$ cat config.mk
export PLATFORM = sky130hd
export DESIGN_NAME = orb_vector
export DESIGN_NICKNAME = d
export VERILOG_FILES = /design/src/rtl/orb_pkg.sv /design/src/rtl/orb_vector.sv
export SDC_FILE = /design/constraint.sdc
export NUM_CORES = 2
export LEC_CHECK = 0
export BUFFER_PORTS_ARGS = -buffer_cell sky130_fd_sc_hd__buf_2
export CORE_ASPECT_RATIO = 2
export CORE_MARGIN = 8
export CORE_UTILIZATION = 59
export DETAILED_ROUTE_END_ITERATION = 8
export PLACE_DENSITY = 0.78
export SLEW_MARGIN = 40
export SYNTH_ARGS = -nofsm -noshare
export SYNTH_HDL_FRONTEND = slang
export SYNTH_SLANG_ARGS = --single-unit
export TNS_END_PERCENT = 50
$ cat constraint.sdc
create_clock -name clk -period 4.68 [get_ports clk]
set_clock_uncertainty 0.2 [all_clocks]
set_input_delay 0.468 -clock clk [delete_from_list [all_inputs] [get_ports clk]]
set_output_delay 0.468 -clock clk [all_outputs]
set_load 0.01 [all_outputs]
$ cat src/rtl/orb_pkg.sv
// Shared types, constants and the arctangent table for the circle orbit step.
// Used by orb_vector, orb_rotate and circle_orbit_step_top; depends on nothing.
package orb_pkg;

	localparam int TABLE_LEN = 24;
	localparam int ACC_W = 32;
	localparam int VEC_W = 35;
	localparam int ROT_W = 34;
	localparam int ANG_W = 16;
	localparam int RAD_W = 15;
	localparam int RK_W = 31;
	localparam int GUARD_BITS = 16;
	localparam int CFG_IDX_W = 2;
	localparam int CFG_DATA_W = 16;
	localparam int COORD_BITS_DEF = 16;
	localparam int CORDIC_STAGES_DEF = 16;

	localparam logic [ACC_W-1:0] GAIN_INV = 32'd2608131496;
	localparam logic [ACC_W-1:0] QUARTER_TURN = 32'h4000_0000;
	localparam logic [ACC_W-1:0] THREE_QUARTER_TURN = 32'hC000_0000;
	localparam logic [RAD_W-1:0] RADIUS_RESET = 15'd256;

	localparam logic [ACC_W-1:0] ATAN_TAB [TABLE_LEN] = '{
		32'h20000000, 32'h12E4051E, 32'h09FB385B, 32'h051111D4, 32'h028B0D43,
		32'h0145D7E1, 32'h00A2F61E, 32'h00517C55, 32'h0028BE53, 32'h00145F2F,
		32'h000A2F98, 32'h000517CC, 32'h00028BE6, 32'h000145F3, 32'h0000A2FA,
		32'h0000517D, 32'h000028BE, 32'h0000145F, 32'h00000A30, 32'h00000518,
		32'h0000028C, 32'h00000146, 32'h000000A3, 32'h00000051
	};

	typedef enum logic [CFG_IDX_W-1:0] {
		REG_ORBIT_RADIUS = 2'd0,
		REG_ANGLE_STEP   = 2'd1
	} cfg_reg_t;

endpackage

$ cat src/rtl/orb_vector.sv
// Pipelined vectoring CORDIC: finds the polar angle of a point as a 32-bit binary angle.
// One micro-rotation per register stage; depends on orb_pkg.
module orb_vector
	import orb_pkg::*;
#(
	parameter int COORD_BITS = COORD_BITS_DEF,
	parameter int CORDIC_STAGES = CORDIC_STAGES_DEF,
	parameter int TAG_W = 2 * COORD_BITS_DEF
) (
	input  logic                         clk,
	input  logic                         arst_n,
	input  logic                         en,
	input  logic                         in_valid,
	input  logic signed [COORD_BITS-1:0] in_x,
	input  logic signed [COORD_BITS-1:0] in_y,
	input  logic [TAG_W-1:0]             in_tag,
	output logic                         out_valid,
	output logic [ACC_W-1:0]             out_acc,
	output logic                         out_zero,
	output logic [TAG_W-1:0]             out_tag
);

	localparam int N = (CORDIC_STAGES < TABLE_LEN) ? CORDIC_STAGES : TABLE_LEN;
	localparam int SHIFT = ACC_W - COORD_BITS;

	logic signed [VEC_W-1:0] x_s [N+1];
	logic signed [VEC_W-1:0] y_s [N+1];
	logic [ACC_W-1:0]        acc_s [N+1];
	logic [TAG_W-1:0]        tag_s [N+1];
	logic [N:0]              zero_s;
	logic [N:0]              valid_s;

	logic signed [VEC_W-1:0] xe, ye, px, py;
	logic [ACC_W-1:0]        pa;

	// Points in the left half plane are turned by a quarter turn first.
	always_comb begin
		xe = VEC_W'(in_x) <<< SHIFT;
		ye = VEC_W'(in_y) <<< SHIFT;
		if (xe[VEC_W-1]) begin
			if (!ye[VEC_W-1]) begin
				px = ye;
				py = -xe;
				pa = QUARTER_TURN;
			end else begin
				px = -ye;
				py = xe;
				pa = THREE_QUARTER_TURN;
			end
		end else begin
			px = xe;
			py = ye;
			pa = '0;
		end
	end

	always_ff @(posedge clk or negedge arst_n) begin
		if (!arst_n) begin
			valid_s <= '0;
		end else if (en) begin
			valid_s <= {valid_s[N-1:0], in_valid};
		end
	end

	always_ff @(posedge clk) begin
		if (en) begin
			x_s[0] <= px;
			y_s[0] <= py;
			acc_s[0] <= pa;
			zero_s <= {zero_s[N-1:0], (in_x == '0) && (in_y == '0)};
			tag_s[0] <= in_tag;
			for (int k = 1; k <= N; k++) begin
				tag_s[k] <= tag_s[k-1];
			end
		end
	end

	for (genvar i = 0; i < N; i++) begin : g_iter
		logic signed [VEC_W-1:0] dx, dy;

		assign dx = y_s[i] >>> i;
		assign dy = x_s[i] >>> i;

		always_ff @(posedge clk) begin
			if (en) begin
				if (y_s[i][VEC_W-1]) begin
					x_s[i+1] <= x_s[i] - dx;
					y_s[i+1] <= y_s[i] + dy;
					acc_s[i+1] <= acc_s[i] - ATAN_TAB[i];
				end else begin
					x_s[i+1] <= x_s[i] + dx;
					y_s[i+1] <= y_s[i] - dy;
					acc_s[i+1] <= acc_s[i] + ATAN_TAB[i];
				end
			end
		end
	end

	assign out_valid = valid_s[N];
	assign out_acc = acc_s[N];
	assign out_zero = zero_s[N];
	assign out_tag = tag_s[N];

endmodule

* Word level (Yosys, flattened, before mapping)
Memories as Yosys holds them, arrays and structs flattened.
Cells that the tools add are included.
** Storage, ports and cells
- Output and inout bits :: 66
- RAM bits :: 2278
- Input bits :: 68
- Memories kept :: 4
- Word-level logic and storage cells :: 306
- Bits in registers :: 34
** Operators by class
- $add $sub $neg :: 97
- Reductions and logical operators :: 3
- Muxes and demuxes :: 152
- Bitwise gates (word level) :: 48
** Memories
- x_s :: words 17, width 35, rd ports 16, clocked after memory_dff 0, write ports 17, RTL line orb_vector.sv:26 : logic signed [VEC_W-1:0] x_s [N+1];
- y_s :: words 17, width 35, rd ports 16, clocked after memory_dff 0, write ports 17, RTL line orb_vector.sv:27 : logic signed [VEC_W-1:0] y_s [N+1];
- acc_s :: words 17, width 32, rd ports 17, clocked after memory_dff 0, write ports 17, RTL line orb_vector.sv:28 : logic [ACC_W-1:0] acc_s [N+1];
- tag_s :: words 17, width 32, rd ports 17, clocked after memory_dff 0, write ports 17, RTL line orb_vector.sv:29 : logic [TAG_W-1:0] tag_s [N+1];
** Operator list (number)
- $mux W35 :: 36
- $mux W32 :: 18
- $mux W1 :: 98
- $add A35 B20 Y35 :: 2
- $add A35 B21 Y35 :: 2
- $add A35 B22 Y35 :: 2
- $add A35 B23 Y35 :: 2
- $add A35 B24 Y35 :: 2
- $add A35 B25 Y35 :: 2
- $add A35 B26 Y35 :: 2
- $add A35 B27 Y35 :: 2
- $add A35 B28 Y35 :: 2
- $add A35 B29 Y35 :: 2
- $add A35 B30 Y35 :: 2
- $add A35 B31 Y35 :: 2
- $add A35 B32 Y35 :: 2
- $add A35 B33 Y35 :: 2
- $add A35 B34 Y35 :: 2
- $neg A32 Y35 :: 2
- $sub A35 B20 Y35 :: 2
- $sub A35 B21 Y35 :: 2
- $sub A35 B22 Y35 :: 2
- $sub A35 B23 Y35 :: 2
- $sub A35 B24 Y35 :: 2
- other kinds (47) :: 106

* Logic depth before layout (Yosys ltp)
An unclocked memory read counts as a cell.
- Depth after elaboration :: 5
- Gate-level depth with buffers :: 22
- Mapped depth without buffers :: 20

* Least setup slack after synthesis
No wires, ideal clock.
- Path kind :: input to register
- Start point :: in en
- End point :: mem acc_s[16][31], data pin
- Data arrival time :: 4.563 ns
- Buffers on the path :: 3
- Data required time :: 4.219 ns
- Setup time :: 0.261 ns
- Stages on the path :: 16
- Slack :: -0.343 ns
- Path through :: clkbuf_1 -> clkbuf_1 -> buf_1 -> nand2b_1 -> inv_1 -> ha_1 -> o21a_1 -> o21a_1 -> o2111ai_1 -> a21oi_1 -> a221o_1 -> a221oi_1 -> o211ai_1 -> a31o_2 -> a21oi_1 -> xnor2_1
** RTL lines
- start, declared :: RTL line orb_vector.sv:12 : input logic en,
- end, declared :: RTL line orb_vector.sv:28

==> metrics.md <==
| Metric | Value |
|---|---|
| Io pins | `134` |
| Largest net degree at the start of global routing | `179` |
| Vias | `118,000` |
| Final WL | `512,000 microns` |
| WL met1 | `130,000 microns` |
| Hold crit path type | `in2async` |
| Filler cells | `14,100` |
| Crit end category | `flip-flop` |
| Full die area | `237,000 sq um` |
| Detail Route Antenna Nets | `0` |
| P&R area growth vs syn | `29.2%` |
| Met2 Wirelength | `266,000 microns` |
| Worst Reg2Reg Path Length in Cells | `21` |
| RSZ-0062 raised after global routing | `true` |
| Min Tclk post-route | `5450 ps` |
| Outcome | `finished with violations` |
| Crit Path Max Fanout | `7` |
| IO Port Bufs | `132` |
| Crit Path Class | `reg2reg` |
| Reg2reg end | `y_s[9][33]` |
| Register area | `56,800 sq um` |
| Clock sink count | `1,896` |
| Final-report setup violation count | `127` |
| Net count, final | `16,700` |
| Final hold vios | `17` |
| Placed cell count | `17,800` |
| DR iter-0 viols | `9,167` |
| Layout Utilization | `76.5%` |
| H-tree level count | `4` |
| Root buf cell | `clkbuf_16` |
| Non-filler instance count after layout | `18,400` |
| FF+latch count, synth | `1,896` |
| Area occupied by multi-input gates | `76,900 sq um` |
| Number of remaining DRC errors | `35` |
| CP arrival | `5870 ps` |
| Worst setup endpoint | `y_s[9][33]` |
| EDFF count, synth | `1,879` |
| Hold WS | `-42.8 ps` |
| Synth top area share | `43.3%` |
| Initial Util | `59.2%` |
| Latest clock arrival within the worst-skew pair | `890 ps` |
| Startpoint Class | `flip-flop` |
| Initial antenna violation count | `36` |
| Die Ht | `681 microns` |
| Placer congestion estimate | `1.16` |
| Final period util | `116%` |
| Rows | `244` |
| Max layer used | `met5` |
| Synth warn | `0` |
| Max-slew headroom | `20.2%` |
| Slew of the pin with the lowest slew margin | `1200 ps` |
| Die W | `349 microns` |
| Reg2reg setup slack | `-770 ps` |
| Placement Setup Slack | `-1310 ps` |
| Layout cell share with drive strength beyond 1 | `26.9%` |
| Seq/Total Area, Yosys | `43.6%` |
| Vias per cell | `6.41` |
| Violations in the final reports | `DRC, hold timing, setup timing` |
| Critical path origin | `y_s[8][34]` |
| Main flop type after synthesis | `edfxtp_1` |
| Final worst slack | `-772 ps` |
| RR Startpoint | `y_s[8][34]` |
| GRT Overall Usage | `41.0%` |
| TritonRoute pass-1 iters | `9` |
| Vias in the first global route | `124,000` |
| CTS Buf Count | `177` |
| First-pass GRT wire length | `731,000 microns` |
| Max frequency | `183 MHz` |
| Grt ovf | `0` |
| Largest area contributor in the netlist | `edfxtp_1` |
| Core Region | `220,000 sq um` |
| Syn avg cell area | `10.5 sq um` |
| CP required | `5100 ps` |
| DP Wirelength | `367,000 microns` |
| DR WL/cell | `27.8 microns` |
| Area contributors post-synth | `edfxtp_1 43%, ha_1 12%, xnor2_1 7.6%` |
| Synth unique cells | `111` |
| Maximum root-to-sink buffer count | `4` |
| Number of max-cap violations | `0` |
| TritonCTS clock tree | `done` |
| Post-synth ARST share | `0.897%` |
| Slew Limit Fails | `0` |
| Post-synthesis instance area | `130,000 sq um` |
| DR WL met3 | `33,600 microns` |
| Gate Count Post-Synth | `12,400` |
| Clk slew on worst S/H paths | `70 ps` |
-- cells in the final DEF (no fill, tap or decap), types with 63 or more instances in the layout --
cell type | synthesis | routed
buf_4 | 35 | 2564
edfxtp_1 | 1879 | 1879
ha_1 | 1286 | 1211
a21oi_1 | 1213 | 1083
xnor2_1 | 1135 | 1070
nor2_1 | 1024 | 966
nand2_1 | 581 | 536
a21o_1 | 536 | 536
xor2_1 | 529 | 488
inv_1 | 498 | 485
o21ai_0 | 544 | 445
nor3_1 | 314 | 273
nand3_1 | 207 | 193
o21a_1 | 190 | 188
clkbuf_16 | 0 | 183
nor2b_1 | 160 | 151
nand2b_1 | 157 | 140
buf_6 | 3 | 140
o21bai_1 | 138 | 132
buf_2 | 5 | 131
a21oi_2 | 1 | 113
and3_1 | 115 | 99
dlygate4sd3_1 | 0 | 88
a31oi_1 | 110 | 86
o31ai_1 | 114 | 81
a211oi_1 | 103 | 79
a21boi_0 | 100 | 78
nand4_1 | 75 | 75
o211ai_1 | 70 | 70
or3_1 | 86 | 68
and2_1 | 75 | 67
o21ai_1 | 17 | 67
mux2i_1 | 63 | 63
-- worst max-delay path: stages (launching register included) --
cell and delay [ps]:
edfxtp_1 520, nand2b_2 260, clkinv_1 80, buf_12 130, buf_12 110, nor2_1 60, xnor2_2 740, ha_1 430
buf_4 180, o21a_1 180, o31a_1 150, o41a_1 400, a211oi_4 530, o21ai_4 80, buf_6 160, a211oi_4 230
buf_6 160, o21ai_2 50, a31oi_1 200, buf_4 160, o21bai_1 80, xnor2_1 130
-- per-layer routing --
metal	track usage [%]	up-vias
met5	0.0408	-
met4	51.3	20
met3	9.88	3830
met2	77.4	6250
met1	28.8	55800
li1	-	52200
-- cells in the mapped netlist (26+ instances only) --
library cell and instances:
and3_1 115, ha_1 1286, a21boi_0 100, a221oi_1 26, mux2i_1 63, nand3_1 207, o31a_1 31, nand4_1 75
o21ai_0 544, xor2_1 529, a311oi_1 38, a31oi_1 110, or4_1 45, nor3b_1 28, buf_4 35, and2_1 75
o211ai_1 70, nor4_1 80, xnor2_1 1135, o21bai_1 138, a21oi_1 1213, edfxtp_1 1879, o31ai_1 114, o41ai_1 55
nor2_1 1024, a211oi_1 103, a21o_1 536, nor3_1 314, a31o_2 31, fa_1 32, nor2b_1 160, inv_1 498
nand2b_1 157, clkbuf_1 190, nand2_1 581, buf_1 30, o21a_1 190, or3_1 86, or2_2 53
-- cell type report --
cell class	count	area share, %
diodes	25	0.0371
clock inverters	106	0.744
flip-flops and latches	1896	33.7
clock buffers	203	2.75
inverters	506	1.13
multi-input cells	9770	45.6
well taps	2952	2.19
repair buffers	2968	13.8
-- timing repair --
action,CTS,global route
pin swaps,279,482
hold buffers,89,0
endpoints found under the hold margin,100,0
buffers inserted,85,133
cloned,0,2
resized for setup,590,787
setup endpoints to repair,235,265
-- how the worst min path moves through the flow --
stage                start     endpoint  cells past startpoint
floorplan           arst_n   valid_s[0]                      0
global placement    arst_n   valid_s[2]                      1
detailed placement  arst_n   valid_s[0]                      1
CTS                     en  x_s[12][15]                      3
global route        arst_n  valid_s[14]                      3
finish              arst_n  valid_s[13]                      3
-- cell families (layout without fill, tap and decap cells) --
kind of cell               after synthesis  after routing  share of synthesized area (%)
DFF                                   1896           1896                           43.6
and+or+nand+nor                       3100           3100                           11.6
buffers and inverters                  770           3783                           2.34
other                                    1             29                        0.00287
AOI/OAI and AO/OA                     3597           3597                           17.8
muxes                                   86             86                          0.682
xor gates and xnor gates              1665           1665                           11.2
adders and majority gates             1318           1318                           12.8
-- metrics by stage --
step / TNS (ps) / cell area, sq um / hold slack [ps]
finish: -32450 / 169000 / -42.8
global route: -49730 / 169000 / -11.1
CTS: -6770 / 163000 / 54.4
detailed placement: -85690 / 153000 / 200
global placement: -72710 / 153000 / 180
floorplan: -276 / 131000 / -27.6
-- registers in the layout (all words and copies together), names as in the netlist --
name     count
acc_s      441
tag_s      544
valid_s     17
x_s        428
y_s        449
zero_s      17
Power is left out: the tool's default activity adds up to more than one toggle a clock period on the data nets, which glitch-free logic cannot reach.
